## src/rtl/periodic_image_generator_defines.svh

```systemverilog
// ----------------------------------------------------------------------------
// periodic_image_generator_defines
// Assertion macros shared by the periodic image generator RTL.
// ----------------------------------------------------------------------------
`ifndef PERIODIC_IMAGE_GENERATOR_DEFINES_SVH
`define PERIODIC_IMAGE_GENERATOR_DEFINES_SVH

`ifndef SYNTHESIS
// same-cycle implication, checked outside reset
`define PIG_ASSERT_NOW(label, ante, cons) \
    label: assert property (@(posedge clk) disable iff (!rst_n) (ante) |-> (cons)) \
        else $error("periodic_image_generator: check failed");
// next-cycle implication, checked outside reset
`define PIG_ASSERT_NEXT(label, ante, cons) \
    label: assert property (@(posedge clk) disable iff (!rst_n) (ante) |=> (cons)) \
        else $error("periodic_image_generator: check failed");
`else
`define PIG_ASSERT_NOW(label, ante, cons)
`define PIG_ASSERT_NEXT(label, ante, cons)
`endif

`endif

```

## src/rtl/pig_pkg.sv

```systemverilog
`timescale 1ns / 1ps
// ----------------------------------------------------------------------------
// pig_pkg
// Widths, register indexes and the image combination table.
// ----------------------------------------------------------------------------
package pig_pkg;

    localparam int COORD_W   = 20;
    localparam int IMAGE_W   = 22;
    localparam int NUM_COMBO = 8;
    localparam int ADDR_W    = 4;
    localparam int DATA_W    = 32;

    typedef logic [COORD_W-1:0]        coord_t;
    typedef logic signed [IMAGE_W-1:0] image_t;
    typedef logic [NUM_COMBO-1:0]      combo_mask_t;
    typedef logic [2:0]                axis_sel_t;   // {z, y, x}

    // register indexes
    localparam logic [1:0] REG_BOX_WIDTH  = 2'd0;
    localparam logic [1:0] REG_BOX_HEIGHT = 2'd1;
    localparam logic [1:0] REG_BOX_DEPTH  = 2'd2;
    localparam logic [1:0] REG_MARGIN     = 2'd3;

    localparam coord_t BOX_RESET    = '1;
    localparam coord_t MARGIN_RESET = '0;

    // emission order: original, x, y, z, xy, xz, yz, xyz
    function automatic axis_sel_t combo_sel(input logic [2:0] k);
        axis_sel_t s;
        case (k)
            3'd0:    s = 3'b000;
            3'd1:    s = 3'b001;
            3'd2:    s = 3'b010;
            3'd3:    s = 3'b100;
            3'd4:    s = 3'b011;
            3'd5:    s = 3'b101;
            3'd6:    s = 3'b110;
            3'd7:    s = 3'b111;
            default: s = 3'b000;
        endcase
        return s;
    endfunction

    // held position and its shifted coordinates
    typedef struct packed {
        coord_t px;
        coord_t py;
        coord_t pz;
        image_t nx;
        image_t ny;
        image_t nz;
    } held_item_t;

endpackage

```

## src/rtl/periodic_image_generator.sv

```systemverilog
`timescale 1ns / 1ps
// ----------------------------------------------------------------------------
// periodic_image_generator
// Emits a particle position and its periodic images in a 3D box.
// ----------------------------------------------------------------------------
// The edge tests and the shifted coordinates are formed as a position is
// transferred in and held in one register; the image run is then sent one
// result per cycle, while out_ready allows, through an output register. An
// input of n results (1 to 8) occupies the block until its last result moves
// to the output register; the next position is taken in that same cycle, so
// single-result inputs stream at one per cycle when the output is not stalled.
// Box sizes and margin are written over the APB port at byte addresses 0, 4,
// 8 and 12.
`include "periodic_image_generator_defines.svh"

module periodic_image_generator (
    input  logic                    clk,
    input  logic                    rst_n,
    // configuration
    input  logic                    psel,
    input  logic                    penable,
    input  logic                    pwrite,
    input  logic [pig_pkg::ADDR_W-1:0] paddr,
    input  logic [pig_pkg::DATA_W-1:0] pwdata,
    output logic [pig_pkg::DATA_W-1:0] prdata,
    output logic                    pready,
    // positions
    input  logic                    in_valid,
    output logic                    in_ready,
    input  pig_pkg::coord_t         pos_x,
    input  pig_pkg::coord_t         pos_y,
    input  pig_pkg::coord_t         pos_z,
    // images
    output logic                    out_valid,
    input  logic                    out_ready,
    output pig_pkg::image_t         image_x,
    output pig_pkg::image_t         image_y,
    output pig_pkg::image_t         image_z,
    output logic                    last_image
);

    import pig_pkg::*;

    coord_t      box_width_reg, box_height_reg, box_depth_reg, margin_reg;
    logic [1:0]  reg_index;
    logic        cfg_write;

    held_item_t  held_reg, held_next;
    combo_mask_t rem_reg, rem_next;
    logic        hold_valid_reg, hold_valid_next;

    image_t      img_x_reg, img_y_reg, img_z_reg;
    logic        last_reg;
    logic        out_valid_reg, out_valid_next;

    logic        in_xfer;
    logic        out_load;
    logic [2:0]  pick;
    axis_sel_t   sel;
    combo_mask_t rem_after;
    logic        run_done;
    axis_sel_t   need;
    combo_mask_t new_mask;

    // ------------------------------------------------------------------
    // configuration
    // ------------------------------------------------------------------
    assign reg_index = paddr[3:2];
    assign cfg_write = psel && penable && pwrite;
    assign pready    = 1'b1;

    always_ff @(posedge clk or negedge rst_n)
    begin
        if (!rst_n)
        begin
            box_width_reg  <= BOX_RESET;
            box_height_reg <= BOX_RESET;
            box_depth_reg  <= BOX_RESET;
            margin_reg     <= MARGIN_RESET;
        end
        else if (cfg_write)
        begin
            case (reg_index)
                REG_BOX_WIDTH:  box_width_reg  <= pwdata[COORD_W-1:0];
                REG_BOX_HEIGHT: box_height_reg <= pwdata[COORD_W-1:0];
                REG_BOX_DEPTH:  box_depth_reg  <= pwdata[COORD_W-1:0];
                REG_MARGIN:     margin_reg     <= pwdata[COORD_W-1:0];
                default:        ;
            endcase
        end
    end

    always_comb
    begin
        prdata = '0;
        case (reg_index)
            REG_BOX_WIDTH:  prdata[COORD_W-1:0] = box_width_reg;
            REG_BOX_HEIGHT: prdata[COORD_W-1:0] = box_height_reg;
            REG_BOX_DEPTH:  prdata[COORD_W-1:0] = box_depth_reg;
            REG_MARGIN:     prdata[COORD_W-1:0] = margin_reg;
            default:        prdata = '0;
        endcase
    end

    // ------------------------------------------------------------------
    // edge tests and shifted coordinates
    // ------------------------------------------------------------------
    function automatic logic axis_need(input coord_t pos, input coord_t size,
                                       input coord_t mrg);
        logic             low;
        logic             high;
        logic [COORD_W:0] reach;
        reach = {1'b0, pos} + {1'b0, mrg};
        low   = pos < mrg;
        high  = reach > {1'b0, size};
        return low || high;
    endfunction

    // low edge wins when both are crossed
    function automatic image_t axis_shift(input coord_t pos, input coord_t size,
                                          input coord_t mrg);
        image_t p;
        image_t s;
        p = image_t'({2'b00, pos});
        s = image_t'({2'b00, size});
        return (pos < mrg) ? p + s : p - s;
    endfunction

    always_comb
    begin
        need[0] = axis_need(pos_x, box_width_reg,  margin_reg);
        need[1] = axis_need(pos_y, box_height_reg, margin_reg);
        need[2] = axis_need(pos_z, box_depth_reg,  margin_reg);
        for (int k = 0; k < NUM_COMBO; k++)
        begin
            new_mask[k] = &(need | ~combo_sel(3'(k)));
        end
    end

    // ------------------------------------------------------------------
    // run sequencing
    // ------------------------------------------------------------------
    always_comb
    begin
        pick = '0;
        for (int k = NUM_COMBO - 1; k >= 0; k--)
        begin
            if (rem_reg[k])
                pick = 3'(k);
        end
    end

    always_comb
    begin
        rem_after       = rem_reg;
        rem_after[pick] = 1'b0;
    end

    assign sel      = combo_sel(pick);
    assign run_done = (rem_after == '0);
    assign out_load = hold_valid_reg && (!out_valid_reg || out_ready);
    assign in_ready = !hold_valid_reg || (out_load && run_done);
    assign in_xfer  = in_valid && in_ready;

    always_comb
    begin
        held_next       = held_reg;
        rem_next        = rem_reg;
        hold_valid_next = hold_valid_reg;
        if (in_xfer)
        begin
            held_next.px    = pos_x;
            held_next.py    = pos_y;
            held_next.pz    = pos_z;
            held_next.nx    = axis_shift(pos_x, box_width_reg,  margin_reg);
            held_next.ny    = axis_shift(pos_y, box_height_reg, margin_reg);
            held_next.nz    = axis_shift(pos_z, box_depth_reg,  margin_reg);
            rem_next        = new_mask;
            hold_valid_next = 1'b1;
        end
        else if (out_load)
        begin
            rem_next        = rem_after;
            hold_valid_next = !run_done;
        end
    end

    always_ff @(posedge clk or negedge rst_n)
    begin
        if (!rst_n)
        begin
            rem_reg        <= '0;
            hold_valid_reg <= 1'b0;
        end
        else
        begin
            rem_reg        <= rem_next;
            hold_valid_reg <= hold_valid_next;
        end
    end

    always_ff @(posedge clk)
    begin
        held_reg <= held_next;
    end

    // ------------------------------------------------------------------
    // output register
    // ------------------------------------------------------------------
    always_comb
    begin
        out_valid_next = out_valid_reg;
        if (out_load)
            out_valid_next = 1'b1;
        else if (out_ready)
            out_valid_next = 1'b0;
    end

    always_ff @(posedge clk or negedge rst_n)
    begin
        if (!rst_n)
            out_valid_reg <= 1'b0;
        else
            out_valid_reg <= out_valid_next;
    end

    always_ff @(posedge clk)
    begin
        if (out_load)
        begin
            img_x_reg <= sel[0] ? held_reg.nx : image_t'({2'b00, held_reg.px});
            img_y_reg <= sel[1] ? held_reg.ny : image_t'({2'b00, held_reg.py});
            img_z_reg <= sel[2] ? held_reg.nz : image_t'({2'b00, held_reg.pz});
            last_reg  <= run_done;
        end
    end

    assign out_valid  = out_valid_reg;
    assign image_x    = img_x_reg;
    assign image_y    = img_y_reg;
    assign image_z    = img_z_reg;
    assign last_image = last_reg;

    // ------------------------------------------------------------------
    // checks
    // ------------------------------------------------------------------
    `PIG_ASSERT_NOW(a_hold_nonempty, hold_valid_reg, rem_reg != '0)
    `PIG_ASSERT_NOW(a_orig_first, in_xfer, new_mask[0])
    `PIG_ASSERT_NOW(a_take_on_finish, in_xfer && hold_valid_reg, out_load && run_done)
    `PIG_ASSERT_NEXT(a_load_shows, out_load, out_valid_reg)

endmodule
```

## config.mk

```make
export PLATFORM = sky130hd
export DESIGN_NAME = periodic_image_generator
export DESIGN_NICKNAME = d
export VERILOG_FILES = /design/src/rtl/pig_pkg.sv /design/src/rtl/periodic_image_generator.sv
export VERILOG_INCLUDE_DIRS = /design/src /design/src/rtl
export SDC_FILE = /design/constraint.sdc
export NUM_CORES = 1
export LEC_CHECK = 0
export BUFFER_PORTS_ARGS = -buffer_cell sky130_fd_sc_hd__buf_2
export CAP_MARGIN = 10
export CORE_UTILIZATION = 45
export DETAILED_ROUTE_END_ITERATION = 16
export PLACE_DENSITY = 0.75
export SETUP_SLACK_MARGIN = 0.05
export SKIP_LAST_GASP = 1
export SYNTH_ARGS = -nofsm -noshare
export SYNTH_HDL_FRONTEND = slang
export SYNTH_SLANG_ARGS = --single-unit
```

## constraint.sdc

```tcl
create_clock -name clk -period 9.4 [get_ports clk]
set_input_delay 0.94 -clock clk [delete_from_list [all_inputs] [get_ports clk]]
set_output_delay 0.94 -clock clk [all_outputs]
set_load 0.005 [all_outputs]
```

; ---- Word level (Yosys, flattened, before mapping)
; Memories as Yosys holds them, arrays and structs flattened.
; Cells that the tools add are included.
[op_classes]
n_addsub = 9
multipliers = 0
div = 0
order_cmp = 8
eq_ne = 3
n_shift = 0
n_mux = 23
bitwise_logic = 2
n_reduce_logical = 26
[op_table]
columns = cell, n
row1 = adder 20 x 20 -> 21 bit, 6
row2 = case mux 20 bit (4 select lines), 1
row3 = 2-to-1 mux 22 bit, 3
row4 = greater-than comparator 21 x 20 -> 1 bit, 3
row5 = subtractor 20 x 20 -> 21 bit, 3
row6 = less-than comparator 20 bit, 3
row7 = 2-to-1 mux 20 bit, 3
row8 = 2-to-1 mux 3 bit, 8
row9 = 2-to-1 mux 8 bit, 2
row10 = AND reduction 2 bit, 7
row11 = bitwise AND 8 bit, 1
row12 = zero test 8 bit, 1
row13 = NOT 8 bit, 1
row14 = logical AND 1 bit, 6
row15 = logical OR 1 bit, 5
row16 = 2-to-1 mux 1 bit, 5
row17 = == test 2 bit (second input constant), 2
row18 = less-than comparator 3 x 4 -> 1 bit (second input constant), 1
row19 = nonzero test 2 bit, 2
row20 = demux 1 bit (select 3 bit), 1
row21 = >= comparator 3 x 1 -> 1 bit (second input constant), 1
row22 = zero test 1 bit, 3
row23 = AND reduction 3 bit, 1
row24 = == test 2 x 1 -> 1 bit (second input constant), 1
row25 = zero test 2 bit, 1
[word_totals]
regBits = 283
latchBits = 0
ramBits = 0
mem_bits_ro = 24
inputBits = 103
output_inout_bits = 102
word_cells = 92
n_memories = 1
[memory_table]
columns = name, depth, word_bits, rd, rd_clocked_by_memory_dff, wr, line_no
row1 = (no name shown), 8, 3, 1, 0, 0, pig_pkg.sv:31  ; case (k)

; ---- Logic depth before layout (Yosys ltp)
[logic_depth]
ltp_word = 19
ltp_mapped = 22

; ---- Worst setup path after synthesis
; No wires, ideal clock.
[synth_path]
path_kind = input -> register
startpoint = input pos_z[0]
endpoint = register rem_reg[5]
setup_ps = 280
arrival_time_ps = 4638
t_required_ps = 9120
slack_ps = 4483
path_stages = 22
path_buffers = 0
path_cell_list = ha_1 inv_1 fa_1 o21bai_1 a21oi_1 o31ai_1 a21oi_1 o21ai_0 a21oi_1 o21bai_1 a21boi_0 xor2_1 ha_1 a21oi_1 nor2_1 a211oi_1 a21oi_1 a2111oi_0 nor3_1 nor3_1 a31o_2 o22ai_1
[synth_via]
elab_chain_len = 5
word_cells_on_any_way = 6
classes_between = add/sub (1) / order compare (2) / mux (1) / reduce/logical (2)
[synth_lines]
columns = element, line_no
row1 = from (decl), periodic_image_generator.sv:32  ; input pig_pkg::coord_t pos_z,
row2 = adder 20 x 20 -> 21 bit, periodic_image_generator.sv:113  ; reach = {1'b0, pos} + {1'b0, mrg};
row3 = greater-than comparator 21 x 20 -> 1 bit, periodic_image_generator.sv:115  ; high = reach > {1'b0, size};
row4 = logical OR 1 bit (*), periodic_image_generator.sv:116  ; return low || high;
row5 = AND reduction 2 bit (*), periodic_image_generator.sv:136  ; new_mask[k] = &(need | ~combo_sel(3'(k)));
row6 = 2-to-1 mux 8 bit (*), periodic_image_generator.sv:170  ; if (in_xfer)
row7 = to (signal assigned), periodic_image_generator.sv:197  ; rem_reg <= rem_next;
row8 = to (decl), periodic_image_generator.sv:49  ; combo_mask_t rem_reg, rem_next;
; Mark *: on every way between the ends. The rest lies on a longest branch, timed or not.
; A chain may end at the register's enable or synchronous reset.

; ---- Worst setup path in the final report
[layout_path]
startpoint = register margin_reg[0]
endpoint = register rem_reg[3]
[layout_via]
elab_chain_len = 4
word_cells_on_any_way = 5
classes_between = add/sub (1) / order compare (2) / mux (1) / reduce/logical (1)
[layout_lines]
columns = element, line_no
row1 = from (decl), periodic_image_generator.sv:44  ; coord_t box_width_reg, box_height_reg, box_depth_reg, margin_reg;
row2 = from (signal assigned), periodic_image_generator.sv:87  ; REG_MARGIN: margin_reg <= pwdata[COORD_W-1:0];
row3 = adder 20 x 20 -> 21 bit, periodic_image_generator.sv:113
row4 = greater-than comparator 21 x 20 -> 1 bit, periodic_image_generator.sv:115
row5 = logical OR 1 bit (*), periodic_image_generator.sv:116
row6 = 2-to-1 mux 8 bit (*), periodic_image_generator.sv:170
; Marked as above.

==> results.ini <==
[clock_network]
post_cts_buffers = 0
cts_root_buffer = clkbuf_16
numCtsBuffers = 31
clockBufferDepth = 3
clk_pin_slew_ns = 0.06
cts_hold_buf = 0
htreeDepth = 1
cts_sinks = 283
cts_resized = 0
clkLatencyLatePin_ns = 0.59
cts_tree = yes

[yosys]
ys_warn_count = 0
avgSynthCellArea_sq_um = 10.4
ys_top_cells_by_area = edfxtp_1 (27%), ha_1 (18%), dfstp_2 (7.4%)
synth_flop_cell = edfxtp_1
postSynthCellCount = 2066
ys_async_sr_fraction = 0.318
synth-edff-count = 193
ys_types = 93
ys_seq_area_frac = 0.379
ys_ff_latch = 283
syn_area_sq_um = 21400
synth_area_leader_cell = edfxtp_1
synth.top_cell.area_share = 0.270

[global_route]
grtUsageTotal = 0.243
grt_max_degree = 75
grt.overflow.total = 0
grt_pass1_vias = 16000
antenna_found_initial = 1
grt_pass1_wl_um = 90300

[status]
failed_checks = DRC
status = finished, violations left

[min_path]
hp-class = primary input to async pin

[final_layout]
fin_nets = 2652
syn_to_final_growth_pct = 11.9
regArea_sq_um = 8120
finish.utilization = 0.513
layout_commonest_cell = ha_1
final_cell_mix = ha_1 (300), inv_1 (201), edfxtp_1 (193)
largest_reg_flops = 126
drive_gt1_frac = 0.206
multi_input_area_sq_um = 12300
n_fill_cell = 4213

[route]
drc = 18
routed_wl_um = 59300
via_per_inst = 5.73
drt-initial-drc-count = 1175
via_count = 16500
drtAntennaViolNets = 0
firstDrtPassIters = 11
wl_per_cell_um = 20.6

[worst_setup_path]
r2r-start = margin_reg[0]
path_cells = ha_1 -> inv_1 -> fa_1 -> o21bai_1 -> a21oi_1 -> o31ai_1 -> a21oi_1 -> o21ai_0 -> a21oi_1 -> o21bai_1 -> a21boi_0 -> xor2_1 -> ha_1 -> a21oi_1 -> nor2_1 -> a211oi_1 -> a21oi_1 -> a2111oi_0 -> nor3_1 -> nor3_1 -> a31o_2 -> o21ai_0
critPathSlowestCell = dfrtp_1
critPathMaxFanout = 8
crit_required_ns = 9.83
path_class = flip-flop to flip-flop
worst_path_largest_cell_delay_ns = 0.65
rr_worst_depth = 22
end_kind = flip-flop
cp-start-kind = flip-flop
critPathArrivalTime_ns = 5.72
crit_start = margin_reg[0]
r2r_setup_slack_ns = 4.11
cp_top_family = compound AO/OA/AOI/OAI gates
cp_num_buf_inv = 1
rr_endpoint = rem_reg[3]
path_common_cell = a21oi_1

[floorplanning]
rows = 79
io_pins = 205
core_sq_um = 46800
dieArea_sq_um = 48500
die_x_um = 220
start_util = 0.459
die_y_um = 220

[sta]
timing.hold.ws_ns = 0.216
period_needed_ns = 5.29
fmax_ghz = 0.189
finalSetupViolCount = 0
min_period_over_period = 0.563
finalHoldViolCount = 0
tns_ns = 0
worst_pin_slew_ns = 1.01
fin_worst_skew_ns = 0.0210
slew_violations = 0
maxSlewHeadroom = 0.324
rsz0062_at_grt = false

[place]
hpwl_um = 47300
port_buffers = 177
place_congestion = 0.992

[job]
maxCapViolations = 0

[power]
vdd_drop_max_v = 0.000133
p_leak_nw = 10.1
powerDensity_nw_per_um2 = 285

synthesized netlist by cell type (all sizes together), types with 14 or more instances:
library cell  instances
o21ai               132
o21bai               31
a21o                 18
dfrtp                30
buf                  37
mux2                103
nand2b               38
dfstp                60
nor2                140
mux4                 20
nand2                87
mux2i                15
xnor2                82
clkbuf               26
xor2                 23
a211oi               14
nor4                 14
nor3                 36
nor2b                22
o21a                 23
ha                  300
edfxtp              193
or3                  14
nand4                22
a21oi               173
inv                 203
o31ai                22
nand3                15
logic make-up after synthesis:
group / count (synthesis) / share of synthesized area
AND/OR/NAND/NOR: 419 / 0.0951
buffers and inverters: 266 / 0.0504
other: 2 / 0.000350
XOR/XNOR: 105 / 0.0429
adder cells (fa/ha/maj): 310 / 0.184
flip-flops: 283 / 0.379
multiplexers: 138 / 0.0821
AO/OA/AOI/OAI: 543 / 0.166
routing by layer:
metal | global-route usage | part of all wire | vias up
met5 | 0 | 0 | -
met4 | 0.0883 | 0.033 | 0
met3 | 0.0279 | 0.062 | 83
met2 | 0.397 | 0.46 | 551
met1 | 0.333 | 0.45 | 7961
li1 | - | - | 7867
through the flow:
step	instance area, sq um	instances	power, mW	setup WS, ns
6_report	24000	2873	6.84	4.11
5_1_grt	24000	2872	7.31	3.71
4_1_cts	24000	2871	6.85	4.13
3_5_place_dp	23000	2813	5.59	3.83
3_3_place_gp	23000	2813	5.51	3.92
2_1_floorplan	21500	2077	4.59	4.48
final cells by class:
class                      count  area share
clock buffer                  45      0.0372
inverter                     203      0.0319
sequential                   283       0.339
timing repair buffer         193      0.0423
tap                          607      0.0317
multi-input combinational   1528       0.513
antenna                        1    0.000104
clock inverter                13     0.00537
worst reg2reg max path, stage by stage (launching register included):
cell and delay (ns):
dfrtp_1 0.65, ha_1 0.26, inv_1 0.05, fa_1 0.40
o21bai_1 0.16, a21oi_1 0.11, o31ai_1 0.34, a21oi_1 0.16
o21ai_0 0.37, a21oi_1 0.13, o21bai_1 0.20, a21boi_0 0.14
xor2_1 0.16, ha_1 0.30, a21oi_1 0.13, nor2_1 0.06
a211oi_1 0.28, a21oi_1 0.11, a2111oi_0 0.41, nor3_1 0.11
nor3_1 0.19, a31o_2 0.27, o21ai_0 0.11
worst max-delay path by stage:
stage | slack [ns] | to | cells past startpoint
detailed placement | 3.83 | rem_reg[5] | 22
finish | 4.11 | rem_reg[3] | 22
global route | 3.71 | rem_reg[3] | 22
global placement | 3.92 | rem_reg[5] | 22
CTS | 4.13 | rem_reg[3] | 22
floorplan | 4.48 | rem_reg[5] | 22
power breakdown:
part           switching [mW]  internal, mW
clock                   0.503         0.713
sequential              0.258          2.03
combinational            1.91          1.42
No activity file was read; power rests on OpenSTA's default activity.
